**src/hw/rtl/pidsq_pkg.sv**
```systemverilog
// shared types and constants of the squared-error-window pid drive
// no dependencies; used by pidsq_smac and the top level
package pidsq_pkg;

	// fixed field widths
	localparam int GAIN_W    = 16;
	localparam int LAG_W     = 2;
	localparam int LIM_W     = 15;
	localparam int DRIVE_W   = 16;
	localparam int CFG_IDX_W = 3;
	localparam int CFG_DAT_W = 16;

	// accumulator of the drive sum and its fraction bits (gains are q8.8)
	localparam int ACC_W     = 64;
	localparam int FRAC_BITS = 8;

	// windowed squared-error sum saturates at 2^47-1
	localparam int INTEG_W                 = 48;
	localparam logic [INTEG_W-1:0] INTEG_MAX = 48'h7FFF_FFFF_FFFF;

	// register indexes
	localparam logic [CFG_IDX_W-1:0] REG_GAIN_PROP  = 3'd0;
	localparam logic [CFG_IDX_W-1:0] REG_GAIN_INTEG = 3'd1;
	localparam logic [CFG_IDX_W-1:0] REG_GAIN_DERIV = 3'd2;
	localparam logic [CFG_IDX_W-1:0] REG_DERIV_LAG  = 3'd3;
	localparam logic [CFG_IDX_W-1:0] REG_OUT_LIMIT  = 3'd4;

	// register reset values
	localparam logic [GAIN_W-1:0] GAIN_RST  = 16'd256;
	localparam logic [LAG_W-1:0]  LAG_RST   = 2'd1;
	localparam logic [LIM_W-1:0]  LIMIT_RST = 15'd1000;

	// control of the serial multiply-accumulate unit
	typedef struct packed {
		logic start;  // load operands and begin
		logic clear;  // zero the accumulator on start
		logic sgn;    // top multiplier bit carries negative weight
	} mac_ctl_t;

endpackage

```
**src/hw/rtl/pidsq_smac.sv**
```systemverilog
// bit-serial multiply-accumulate unit: one multiplier bit per cycle
// depends on pidsq_pkg (ACC_W, mac_ctl_t)
module pidsq_smac #(
	parameter int MR_W  = 16,
	parameter int LEN_W = 5
) (
	input  logic                        clk,
	input  logic                        arst_n,
	input  pidsq_pkg::mac_ctl_t         ctl,
	input  logic [pidsq_pkg::ACC_W-1:0] mc,
	input  logic [MR_W-1:0]             mr,
	input  logic [LEN_W-1:0]            len,
	output logic [pidsq_pkg::ACC_W-1:0] acc,
	output logic                        done
);

	logic                        busy_q;
	logic [LEN_W-1:0]            cnt_q;
	logic [LEN_W-1:0]            len_q;
	logic                        sgn_q;
	logic [pidsq_pkg::ACC_W-1:0] mc_q;
	logic [MR_W-1:0]             mr_q;
	logic [pidsq_pkg::ACC_W-1:0] acc_q;
	logic                        last;
	logic [pidsq_pkg::ACC_W-1:0] addend;
	logic [pidsq_pkg::ACC_W-1:0] acc_next;

	// current bit, subtracted when it is the sign bit of a signed multiplier
	always_comb begin
		last     = (cnt_q == len_q - LEN_W'(1));
		addend   = mr_q[0] ? mc_q : '0;
		acc_next = (sgn_q && last) ? acc_q - addend : acc_q + addend;
	end

	assign done = busy_q && last;
	assign acc  = acc_q;

	// sequencing
	always_ff @(posedge clk or negedge arst_n) begin
		if (!arst_n) begin
			busy_q <= 1'b0;
			cnt_q  <= '0;
		end else if (ctl.start) begin
			busy_q <= 1'b1;
			cnt_q  <= '0;
		end else if (busy_q) begin
			cnt_q <= cnt_q + LEN_W'(1);
			if (last) begin
				busy_q <= 1'b0;
			end
		end
	end

	// operand shift registers and accumulator
	always_ff @(posedge clk) begin
		if (ctl.start) begin
			mc_q  <= mc;
			mr_q  <= mr;
			len_q <= len;
			sgn_q <= ctl.sgn;
			if (ctl.clear) begin
				acc_q <= '0;
			end
		end else if (busy_q) begin
			acc_q <= acc_next;
			mc_q  <= {mc_q[pidsq_pkg::ACC_W-2:0], 1'b0};
			mr_q  <= {1'b0, mr_q[MR_W-1:1]};
		end
	end

endmodule

```
**src/hw/rtl/pid_drive_with_squared_error_window.sv**
```systemverilog
// pid drive stage with a windowed squared-error integral term
// depends on pidsq_pkg and pidsq_smac

// One result per item. The time from one input transaction to the next is set
// by a single bit-serial multiply-accumulate unit that forms the squared error
// and then the proportional, derivative and integral gain products. The window
// sum is kept as a running sum of stored squares, so INTEGRAL_WINDOW does not
// change the timing. A new item is taken while a finished result still waits
// in the output register.
// Configuration writes are always accepted and must only be made while idle.
module pid_drive_with_squared_error_window #(
	parameter int INTEGRAL_WINDOW = 5,
	parameter int SAMPLE_WIDTH    = 16
) (
	input  logic                                clk,
	input  logic                                arst_n,
	input  logic                                in_valid,
	output logic                                in_ready,
	input  logic signed [SAMPLE_WIDTH-1:0]      setpoint,
	input  logic signed [SAMPLE_WIDTH-1:0]      measurement,
	output logic                                out_valid,
	input  logic                                out_ready,
	output logic signed [pidsq_pkg::DRIVE_W-1:0] drive,
	output logic                                direction,
	output logic                                saturated,
	input  logic                                cfg_valid,
	output logic                                cfg_ready,
	input  logic [pidsq_pkg::CFG_IDX_W-1:0]     cfg_index,
	input  logic [pidsq_pkg::CFG_DAT_W-1:0]     cfg_data
);

	localparam int SW     = SAMPLE_WIDTH;
	localparam int EW     = SW + 1;
	localparam int HD     = INTEGRAL_WINDOW - 1;
	localparam int SQ_W   = 2 * SW;
	localparam int SQS_W  = 2 * SW + $clog2(INTEGRAL_WINDOW);
	localparam int CMP_W  = (SQS_W > pidsq_pkg::INTEG_W) ? SQS_W : pidsq_pkg::INTEG_W;
	localparam int CNT_W  = $clog2(HD + 1);
	localparam int MR_W   = (SW > pidsq_pkg::GAIN_W) ? SW : pidsq_pkg::GAIN_W;
	localparam int LEN_W  = $clog2(MR_W + 1);
	localparam int LAG2_I = (HD >= 2) ? 1 : 0;
	localparam int DR_W   = pidsq_pkg::ACC_W - pidsq_pkg::FRAC_BITS;

	// sequencer states
	localparam logic [3:0] ST_IDLE  = 4'd0;
	localparam logic [3:0] ST_DIFF  = 4'd1;
	localparam logic [3:0] ST_SQW   = 4'd2;
	localparam logic [3:0] ST_INTEG = 4'd3;
	localparam logic [3:0] ST_HIST  = 4'd4;
	localparam logic [3:0] ST_PW    = 4'd5;
	localparam logic [3:0] ST_LDD   = 4'd6;
	localparam logic [3:0] ST_DW    = 4'd7;
	localparam logic [3:0] ST_LDI   = 4'd8;
	localparam logic [3:0] ST_IW    = 4'd9;
	localparam logic [3:0] ST_OUT   = 4'd10;

	logic [3:0] state_q;
	logic [3:0] state_d;

	// configuration registers
	logic [pidsq_pkg::GAIN_W-1:0] gp_q;
	logic [pidsq_pkg::GAIN_W-1:0] gi_q;
	logic [pidsq_pkg::GAIN_W-1:0] gd_q;
	logic [pidsq_pkg::LAG_W-1:0]  lag_q;
	logic [pidsq_pkg::LIM_W-1:0]  lim_q;

	// history and window state
	logic [EW-1:0]    eh_q [HD];
	logic [SQ_W-1:0]  sqh_q [HD];
	logic [SQS_W-1:0] ssum_q;
	logic [CNT_W-1:0] count_q;

	// per-item working registers
	logic [EW-1:0]                 e_q;
	logic [EW-1:0]                 deriv_q;
	logic [SQS_W-1:0]              integ_raw_q;
	logic [pidsq_pkg::INTEG_W-1:0] integ_q;

	// output register
	logic                                 ovalid_q;
	logic [pidsq_pkg::DRIVE_W-1:0]        drive_q;
	logic                                 dir_q;
	logic                                 sat_q;

	// serial mac interface
	pidsq_pkg::mac_ctl_t         mac_ctl;
	logic [pidsq_pkg::ACC_W-1:0] mac_mc;
	logic [MR_W-1:0]             mac_mr;
	logic [LEN_W-1:0]            mac_len;
	logic [pidsq_pkg::ACC_W-1:0] acc;
	logic                        mac_done;

	logic                          in_acc;
	logic                          out_load;
	logic [EW-1:0]                 e_new;
	logic [EW-1:0]                 e_neg;
	logic [SW-1:0]                 e_mag;
	logic [EW-1:0]                 e_old;
	logic [EW:0]                   diff;
	logic [CMP_W-1:0]              integ_ext;
	logic [pidsq_pkg::INTEG_W-1:0] integ_val;
	logic signed [DR_W-1:0]        dr;
	logic signed [DR_W-1:0]        lim_s;
	logic [pidsq_pkg::DRIVE_W-1:0] drive_val;
	logic                          sat_val;

	assign in_ready  = (state_q == ST_IDLE);
	assign in_acc    = in_valid && in_ready;
	assign cfg_ready = 1'b1;
	assign out_valid = ovalid_q;
	assign drive     = drive_q;
	assign direction = dir_q;
	assign saturated = sat_q;
	assign out_load  = (state_q == ST_OUT) && (!ovalid_q || out_ready);

	// error, its magnitude and the derivative difference
	always_comb begin
		e_new = EW'(setpoint) - EW'(measurement);
		e_neg = -e_q;
		e_mag = e_q[EW-1] ? e_neg[SW-1:0] : e_q[SW-1:0];
		e_old = lag_q[1] ? eh_q[LAG2_I] : eh_q[0];
		diff  = (EW + 1)'($signed(e_q)) - (EW + 1)'($signed(e_old));
	end

	// window sum guard and the early-item zero
	always_comb begin
		integ_ext = CMP_W'(integ_raw_q);
		if (count_q != CNT_W'(HD)) begin
			integ_val = '0;
		end else if (integ_ext > CMP_W'(pidsq_pkg::INTEG_MAX)) begin
			integ_val = pidsq_pkg::INTEG_MAX;
		end else begin
			integ_val = pidsq_pkg::INTEG_W'(integ_ext);
		end
	end

	// scale down by the gain fraction and clamp
	always_comb begin
		dr    = $signed(acc[pidsq_pkg::ACC_W-1:pidsq_pkg::FRAC_BITS]);
		lim_s = $signed(DR_W'(lim_q));
		if (dr > lim_s) begin
			drive_val = lim_s[pidsq_pkg::DRIVE_W-1:0];
			sat_val   = 1'b1;
		end else if (dr < -lim_s) begin
			drive_val = pidsq_pkg::DRIVE_W'(-lim_s);
			sat_val   = 1'b1;
		end else begin
			drive_val = dr[pidsq_pkg::DRIVE_W-1:0];
			sat_val   = 1'b0;
		end
	end

	// next state and mac operand selection
	always_comb begin
		state_d = state_q;
		mac_ctl = '0;
		mac_mc  = '0;
		mac_mr  = '0;
		mac_len = LEN_W'(pidsq_pkg::GAIN_W);
		unique case (state_q)
			ST_IDLE: begin
				if (in_acc) begin
					state_d = ST_DIFF;
				end
			end
			ST_DIFF: begin
				mac_ctl = '{start: 1'b1, clear: 1'b1, sgn: 1'b0};
				mac_mc  = pidsq_pkg::ACC_W'(e_mag);
				mac_mr  = MR_W'(e_mag);
				mac_len = LEN_W'(SW);
				state_d = ST_SQW;
			end
			ST_SQW: begin
				if (mac_done) begin
					state_d = ST_INTEG;
				end
			end
			ST_INTEG: begin
				state_d = ST_HIST;
			end
			ST_HIST: begin
				mac_ctl = '{start: 1'b1, clear: 1'b1, sgn: 1'b1};
				mac_mc  = pidsq_pkg::ACC_W'($signed(e_q));
				mac_mr  = MR_W'(gp_q);
				state_d = ST_PW;
			end
			ST_PW: begin
				if (mac_done) begin
					state_d = ST_LDD;
				end
			end
			ST_LDD: begin
				mac_ctl = '{start: 1'b1, clear: 1'b0, sgn: 1'b1};
				mac_mc  = pidsq_pkg::ACC_W'($signed(deriv_q));
				mac_mr  = MR_W'(gd_q);
				state_d = ST_DW;
			end
			ST_DW: begin
				if (mac_done) begin
					state_d = ST_LDI;
				end
			end
			ST_LDI: begin
				mac_ctl = '{start: 1'b1, clear: 1'b0, sgn: 1'b1};
				mac_mc  = pidsq_pkg::ACC_W'(integ_q);
				mac_mr  = MR_W'(gi_q);
				state_d = ST_IW;
			end
			ST_IW: begin
				if (mac_done) begin
					state_d = ST_OUT;
				end
			end
			ST_OUT: begin
				if (out_load) begin
					state_d = ST_IDLE;
				end
			end
			default: begin
				state_d = ST_IDLE;
			end
		endcase
	end

	pidsq_smac #(
		.MR_W  (MR_W),
		.LEN_W (LEN_W)
	) u_smac (
		.clk    (clk),
		.arst_n (arst_n),
		.ctl    (mac_ctl),
		.mc     (mac_mc),
		.mr     (mac_mr),
		.len    (mac_len),
		.acc    (acc),
		.done   (mac_done)
	);

	// state register and output valid
	always_ff @(posedge clk or negedge arst_n) begin
		if (!arst_n) begin
			state_q  <= ST_IDLE;
			ovalid_q <= 1'b0;
		end else begin
			state_q <= state_d;
			if (out_load) begin
				ovalid_q <= 1'b1;
			end else if (out_ready) begin
				ovalid_q <= 1'b0;
			end
		end
	end

	// configuration writes
	always_ff @(posedge clk or negedge arst_n) begin
		if (!arst_n) begin
			gp_q  <= pidsq_pkg::GAIN_RST;
			gi_q  <= pidsq_pkg::GAIN_RST;
			gd_q  <= pidsq_pkg::GAIN_RST;
			lag_q <= pidsq_pkg::LAG_RST;
			lim_q <= pidsq_pkg::LIMIT_RST;
		end else if (cfg_valid && cfg_ready) begin
			unique case (cfg_index)
				pidsq_pkg::REG_GAIN_PROP:  gp_q  <= cfg_data;
				pidsq_pkg::REG_GAIN_INTEG: gi_q  <= cfg_data;
				pidsq_pkg::REG_GAIN_DERIV: gd_q  <= cfg_data;
				pidsq_pkg::REG_DERIV_LAG:  lag_q <= cfg_data[pidsq_pkg::LAG_W-1:0];
				pidsq_pkg::REG_OUT_LIMIT:  lim_q <= cfg_data[pidsq_pkg::LIM_W-1:0];
				default: begin
				end
			endcase
		end
	end

	// error history, stored squares, running window sum and item count
	always_ff @(posedge clk or negedge arst_n) begin
		if (!arst_n) begin
			for (int i = 0; i < HD; i++) begin
				eh_q[i]  <= '0;
				sqh_q[i] <= '0;
			end
			ssum_q  <= '0;
			count_q <= '0;
		end else if (state_q == ST_HIST) begin
			eh_q[0]  <= e_q;
			sqh_q[0] <= acc[SQ_W-1:0];
			for (int i = 1; i < HD; i++) begin
				eh_q[i]  <= eh_q[i-1];
				sqh_q[i] <= sqh_q[i-1];
			end
			ssum_q <= integ_raw_q - SQS_W'(sqh_q[HD-1]);
			if (count_q != CNT_W'(HD)) begin
				count_q <= count_q + CNT_W'(1);
			end
		end
	end

	// per-item working registers
	always_ff @(posedge clk) begin
		if (in_acc) begin
			e_q <= e_new;
		end
		if (state_q == ST_DIFF) begin
			deriv_q <= diff[EW:1];
		end
		if (state_q == ST_INTEG) begin
			integ_raw_q <= ssum_q + SQS_W'(acc[SQ_W-1:0]);
		end
		if (state_q == ST_HIST) begin
			integ_q <= integ_val;
		end
	end

	// result payload
	always_ff @(posedge clk) begin
		if (out_load) begin
			drive_q <= drive_val;
			dir_q   <= !e_q[EW-1];
			sat_q   <= sat_val;
		end
	end

endmodule

```
**config.mk**
```make
export PLATFORM = sky130hd
export DESIGN_NAME = pid_drive_with_squared_error_window
export DESIGN_NICKNAME = d
export VERILOG_FILES = /design/src/hw/rtl/pidsq_pkg.sv /design/src/hw/rtl/pidsq_smac.sv /design/src/hw/rtl/pid_drive_with_squared_error_window.sv
export SDC_FILE = /design/constraint.sdc
export NUM_CORES = 1
export LEC_CHECK = 0
export BUFFER_PORTS_ARGS = -buffer_cell sky130_fd_sc_hd__buf_2
export CAP_MARGIN = 20
export CORE_ASPECT_RATIO = 2
export CORE_UTILIZATION = 55
export CTS_CLUSTER_SIZE = 10
export DETAILED_ROUTE_END_ITERATION = 8
export GPL_TIMING_DRIVEN = 0
export MAX_ROUTING_LAYER = met4
export PLACE_DENSITY_LB_ADDON = 0.2
export SETUP_SLACK_MARGIN = 0.1
export SYNTH_ARGS = -nofsm -noshare
export SYNTH_HDL_FRONTEND = slang
export SYNTH_SLANG_ARGS = --single-unit
export TNS_END_PERCENT = 20
```
**constraint.sdc**
```tcl
create_clock -name clk -period 11.4 [get_ports clk]
set_input_delay 1.71 -clock clk [delete_from_list [all_inputs] [get_ports clk]]
set_output_delay 1.71 -clock clk [all_outputs]
set_load 0.05 [all_outputs]
```
==> results of run 1 <==
[synth_stat cells (15+ instances only)]
| master | count |
|---|---|
| nand2_1 | 772 |
| edfxtp_1 | 267 |
| dfrtp_1 | 266 |
| nor2_1 | 241 |
| ha_1 | 237 |
| o21ai_0 | 228 |
| a21oi_1 | 227 |
| clkbuf_1 | 145 |
| inv_1 | 133 |
| xnor2_1 | 123 |
| a21o_1 | 81 |
| xor2_1 | 75 |
| nor3_1 | 67 |
| mux2_2 | 59 |
| a31oi_1 | 53 |
| nand3_1 | 45 |
| nand4_1 | 43 |
| and3_1 | 42 |
| o21bai_1 | 36 |
| nand2b_1 | 32 |
| o21a_1 | 30 |
| nor2b_1 | 29 |
| o31ai_1 | 28 |
| nor4_1 | 27 |
| mux2i_1 | 25 |
| or3_1 | 25 |
| a211oi_1 | 23 |
| a41oi_1 | 20 |
| a22oi_1 | 18 |
| o211ai_1 | 17 |
| buf_1 | 15 |
[critical path, cell delays in order, from the launching register on]
cell      delay (ns)
edfxtp_1        0.67
clkbuf_8        0.30
clkbuf_1        0.40
clkbuf_1        0.50
clkbuf_1        0.52
buf_1           0.63
nand2_1         0.16
ha_1            0.28
nand2_1         0.21
nand2_1         0.13
nand2_1         0.38
clkbuf_1        0.62
o211ai_1        0.39
ha_1            0.50
a21oi_1         0.10
and2_1          0.19
and4b_1         0.24
or4b_1          0.61
a211oi_1        0.47
o21a_1          0.18
nor2_1          0.18
o31ai_1         0.58
a21oi_1         0.22
mux2i_1         0.16
[registers in the layout, indices dropped and copies added (netlist names), 4 cells and up]
| register | count |
|---|---|
| u_smac.mc_q | 64 |
| u_smac.mr_q | 16 |
| drive | 16 |
| state_q | 4 |
| ssum_q | 35 |
| gi_q | 16 |
| lim_q | 15 |
| e_q | 17 |
| eh_q | 34 |
| gd_q | 16 |
| gp_q | 16 |
| integ_q | 35 |
| u_smac.cnt_q | 5 |
| deriv_q | 17 |
| integ_raw_q | 35 |
| sqh_q | 128 |
| u_smac.acc | 64 |
[routing by layer]
metal / track usage / vias up / routed length [microns]
met5: - / - / 0
met1: 0.365 / 13900 / 37200
li1: - / 13300 / -
met4: 0.386 / 0 / 13800
met3: 0.0650 / 583 / 6480
met2: 0.657 / 1130 / 57600
[how the worst max path moves through the flow]
stage	startpoint	end
6_report	u_smac.mr_q[0]	u_smac.acc[57]
5_1_grt	u_smac.mr_q[0]	u_smac.acc[58]
4_1_cts	u_smac.mr_q[0]	u_smac.acc[57]
3_5_place_dp	u_smac.mr_q[0]	u_smac.acc[57]
3_3_place_gp	u_smac.mr_q[0]	u_smac.acc[57]
2_1_floorplan	u_smac.mr_q[0]	u_smac.acc[57]
[through the flow]
stage	hold slack (ns)	power (mW)	cell area, sq um	cells
finish	0.465	13.4	37000	4619
floorplan	0.439	8.93	33500	3636
global route	0.485	14.3	37000	4618
global placement	0.447	11.3	34800	4485
CTS	0.465	13.3	36900	4611
detailed placement	0.453	11.4	35100	4502
[power by group through the flow]
stage | combinational [mW] | sequential [mW] | clock, mW
2_1_floorplan | 5.26 | 3.66 | 0
3_3_place_gp | 7.13 | 4.13 | 0
3_5_place_dp | 7.29 | 4.10 | 0
4_1_cts | 7.35 | 4.07 | 1.86
5_1_grt | 8.24 | 4.16 | 1.93
6_report | 7.47 | 4.13 | 1.85
[kinds of logic after synthesis]
group | synth area share
simple gates | 0.184
compound gates | 0.164
flops | 0.445
buf+inv | 0.0355
fa+ha+maj | 0.0915
xor+xnor | 0.0518
mux | 0.0273
other cells | 0.000112
[final cells by class]
cell class | count | area, sq um
well taps | 774 | 968
fillers | 5260 | 23100
inverters | 134 | 503
repair buffers | 93 | 643
multi-input cells | 2792 | 17400
flip-flops and latches | 542 | 14900
clock inverters | 5 | 72.6
diodes | 7 | 17.5
plain buffers | 168 | 691
clock buffers | 104 | 1730
[cell usage in the layout (no fill, tap or decap), drive strengths merged, types with 28 or more instances in the layout]
cell type,netlist,routed
nor2,242,242
edfxtp,267,267
nor2b,29,29
o31ai,28,28
nor3,67,67
mux2,59,59
xnor2,123,123
or3,31,31
a31oi,53,53
nand4,43,43
nor4,28,28
clkbuf,148,253
dfrtp,266,266
o21ai,229,229
and3,42,42
nand2b,32,32
o21bai,36,36
nand3,46,46
xor2,75,75
inv,133,133
a21o,82,82
buf,19,111
nand2,772,772
ha,237,237
o21a,30,30
a21oi,228,228
==> metrics, run 1 <==
outcome finished, final reports clean; Horiz. Die Dim 177 microns; Worst Setup Start Kind register; YS warnings 0; DP HPWL 88000 microns; synth top area cells edfxtp_1 (24%), dfrtp_1 (20%), ha_1 (8.9%); syn nets 3934; Via density 6.25; clock latency on the worst-skew pair 0.67 ns; Netlist cell types 91; # DRC 0; syn avg cell area 9.22 sq um; Root Driver clkbuf_16; hold endpoint sqh_q[74]; Layout Skew 0.0496 ns; origin of the worst min-delay path sqh_q[106]; switch share 0.484; final core occ 0.615; Seq pwr share 0.307; Max Slew Vio Count 0; HP Class register to register; height of the die 351 microns; hold_buf cts 0; DRT Wirelength 115000 microns; WS Path Type register to register; vias in the first global route 28900; Leak 16.3 nW; WHS Path Cells 2; r2r endpoint u_smac.acc[57]; First DRT Iteration DRCs 2235; die area 62000 sq um; grt ovf 0; layout cells sized above 1 0.0740; Mapped Cells 3636; post-cts sizing count 0; flops & latches, synth 542; Final Critical Period 8.89 ns; Switch Pwr 6.51 mW; Core Box Area 60100 sq um; maximum vdd drop 204 uV; reg-to-reg slack, setup 2.51 ns; GPL Wtd Cong 1.03; initial antenna violation count 6; sequential area share after synthesis 0.445; fin crit share 0.780; power per cell area 364 nW/um^2; Comb power frac 0.555; FP Rows 127; Antenna Nets Post-Route 0; biggest area consumer among synthesized cells edfxtp_1; Max clock buf depth 3; R2R depth 23; CTS tree done; Clk pwr share 0.137; Final setup viols 0; Synth Cell Area 33500 sq um; worst slew pin tran 1.24 ns; Layout area overhead 10.3%; IO Count 77; # port buffers 75; reg2reg start u_smac.mr_q[0]; first-pass GRT wire length 172000 microns; Synth async-reset ratio 0.507; TritonCTS buffer count 61; Synth Flop Type edfxtp_1; initial core utilization 0.558; critical path arrival 9.31 ns; critical path data required time 11.82 ns; drt pass-1 iters 7; setup ws final 2.51 ns; setup bufs post-CTS 0; crit path max fanout 10; top cell type's share of synthesized area 0.239; largest net degree at the start of global routing 114; RSZ-0062 raised after global routing no; Setup WS pre-CTS 2.81 ns; TNS Setup 0 ns; final hold vios 0; Fmax 112 MHz; max_cap viols 0; count of flip-flops with a built-in enable after synthesis 267; relative slew slack 0.164; CP Capture Type register; # nets final 4090; Clock transition at path regs 0.06 ns; vias post-DR 28900; H-tree depth 2; drt wl/cell 24.9 microns; clock sink total 542; Int Pwr 6.93 mW; Total Routing Usage GR 0.389
(Power assumes the default switching activity.)
==> inputs of run 2 (changes only) <==
Clock period 11.4 ns to 8.5 ns, I/O delays scaled along.
==> run 2 against run 1 <==
Effect of this change:
- non-clock buffer count stayed put
- fmax increased by 13%
- sequential cell count unchanged
- first-iteration DRC count is 0.94% lower
- critical path type unchanged
- critical endpoint unchanged
- highest routed layer unchanged
==> metrics, run 2 (synthesis results as in run 1) <==
outcome finished, final reports clean; GPL Wtd Cong 1.03 (unchanged); Max clock buf depth 3 (unchanged); Core Box Area 60100 sq um (unchanged); H-tree depth 2 (unchanged); critical path data required time 8.92 ns (-2.90 ns); layout cells sized above 1 0.0753 (+0.00130); reg2reg start u_smac.mr_q[0]; Seq pwr share 0.307 (about the same); # port buffers 75 (unchanged); vias post-DR 28900 (-0.093%); DRT Wirelength 115000 microns (about the same); setup bufs post-CTS 0 (unchanged); drt pass-1 iters 6 (-1); storage element area 14900 sq um (unchanged); Final setup viols 0 (unchanged); CP Capture Type register; Layout area overhead 10.3% (about the same); clock sink total 542 (unchanged); crit path launch u_smac.mr_q[0]; max FFs per register 128 (unchanged); Switch Pwr 8.74 mW (+34%); Comb power frac 0.556 (about the same); critical path arrival 8.29 ns (-1.02 ns); IO Count 77 (unchanged); Leak 16.3 nW (about the same); height of the die 351 microns (unchanged); Clock transition at path regs 0.06 ns (about the same); reg-to-reg slack, setup 0.62 ns (-1.89 ns); Final Critical Period 7.88 ns (-1.01 ns); Root Driver clkbuf_16; clock latency on the worst-skew pair 0.67 ns (about the same); Largest Register sqh_q; first-pass GRT wire length 172000 microns (unchanged); Via density 6.25 (about the same); Antenna Nets Post-Route 0 (unchanged); area of the multi-input gates 17400 sq um (unchanged); worst slew pin tran 1.23 ns (-0.00953 ns); Worst Setup Start Kind register; # fillers 5261 (+0.019%); highest-count cells in the layout ignoring fill and taps nand2_1 (771), edfxtp_1 (267), dfrtp_1 (266); relative slew slack 0.171 (+0.00640); # DRC 0 (unchanged); Horiz. Die Dim 177 microns (unchanged); TritonCTS buffer count 61 (unchanged); Fmax 127 MHz (+13%); RSZ-0062 raised after global routing no; switch share 0.484 (about the same); maximum vdd drop 273 uV (+34%); fin crit share 0.927 (+0.147); DP HPWL 88000 microns (unchanged); final hold vios 0 (unchanged); # nets final 4090 (unchanged); crit path max fanout 10 (unchanged); First DRT Iteration DRCs 2214 (-0.94%); initial antenna violation count 5 (-1); Max Slew Vio Count 0 (unchanged); final hold slack 0.464 ns (-0.00126 ns); R2R depth 23 (unchanged); grt ovf 0 (unchanged); initial core utilization 0.558 (unchanged); r2r endpoint u_smac.acc[57]; commonest non-fill, non-tap cell in the layout nand2_1; Layout Skew 0.0497 ns (+0.000166 ns); drt wl/cell 24.9 microns (about the same); Power Total 18.0 mW (+34%); CTS tree done; die area 62000 sq um (unchanged); vias in the first global route 28900 (unchanged); power per cell area 488 nW/um^2 (+34%); HP Class register to register; Clk pwr share 0.137 (about the same); max_cap viols 0 (unchanged); Worst setup endpoint u_smac.acc[57]; largest net degree at the start of global routing 114 (unchanged); WS Path Type register to register; Int Pwr 9.30 mW (+34%); FP Rows 127 (unchanged); final core occ 0.615 (about the same); Total Routing Usage GR 0.389 (about the same)
## run 2: how the worst min path moves through the flow
stage / start / end / slack, ns / depth (start not counted)
3_5_place_dp: sqh_q[64] / sqh_q[32] / 0.45 / 2
5_1_grt: sqh_q[32] / sqh_q[0] / 0.48 / 2
3_3_place_gp: sqh_q[84] / sqh_q[52] / 0.45 / 2
2_1_floorplan: sqh_q[32] / sqh_q[0] / 0.44 / 2
4_1_cts: sqh_q[82] / sqh_q[50] / 0.46 / 2
6_report: sqh_q[106] / sqh_q[74] / 0.46 / 2
## run 2: cell type report
type | instances | share of cell area
plain buffers | 168 | 0.0189
clock buffers | 104 | 0.0467
flip-flops and latches | 542 | 0.403
repair buffers | 93 | 0.0174
diodes | 6 | 0.000406
clock inverters | 5 | 0.00196
well taps | 774 | 0.0262
multi-input cells | 2792 | 0.471
inverters | 134 | 0.0136
## run 2: per-layer routing
layer / wire length (microns) / share of wire / GRT usage
met1: 37100 / 0.32 / 0.366
met2: 57800 / 0.50 / 0.659
met3: 6580 / 0.057 / 0.0630
met4: 13500 / 0.12 / 0.382
met5: 0 / 0 / -
## run 2: timing repair
| action | in CTS | in global routing |
|---|---|---|
| pin swaps | 0 | 1 |
| hold buffers | 0 | 0 |
| endpoints found under the setup margin | 3 | 23 |
| resized for setup | 1 | 8 |
## run 2: power by group through the flow
stage / clock network, mW / registers [mW] / logic, mW
final: 2.48 / 5.53 / 10.0
after global routing: 2.58 / 5.58 / 11.1
after CTS: 2.49 / 5.46 / 9.86
after detailed placement: 0 / 5.50 / 9.78
after global placement: 0 / 5.54 / 9.56
after floorplan: 0 / 4.91 / 7.06
## run 2: worst max-delay path, stage by stage (launching register included)
cell,delay (ns)
edfxtp_1,0.66
clkbuf_8,0.29
clkbuf_1,0.39
clkbuf_2,0.35
clkbuf_2,0.32
buf_2,0.36
nand2_1,0.12
ha_1,0.25
nand2_1,0.21
nand2_1,0.13
nand2_1,0.38
clkbuf_2,0.42
o211ai_1,0.32
ha_1,0.49
a21oi_1,0.10
and2_1,0.20
and4b_1,0.24
or4b_1,0.61
a211oi_1,0.47
o21a_1,0.17
nor2_1,0.17
o31ai_1,0.56
a21oi_1,0.22
mux2i_1,0.16
## run 2: per-stage QoR
| step | setup TNS, ns | instance area, sq um | setup slack, ns | cells |
|---|---|---|---|---|
| floorplan | 0 | 33500 | 2.99 | 3636 |
| global placement | -0.260 | 34800 | -0.147 | 4485 |
| detailed placement | -0.0851 | 35100 | -0.0851 | 4502 |
| CTS | 0 | 36900 | 0.173 | 4611 |
| global route | 0 | 37000 | 0.231 | 4617 |
| finish | 0 | 37000 | 0.622 | 4618 |
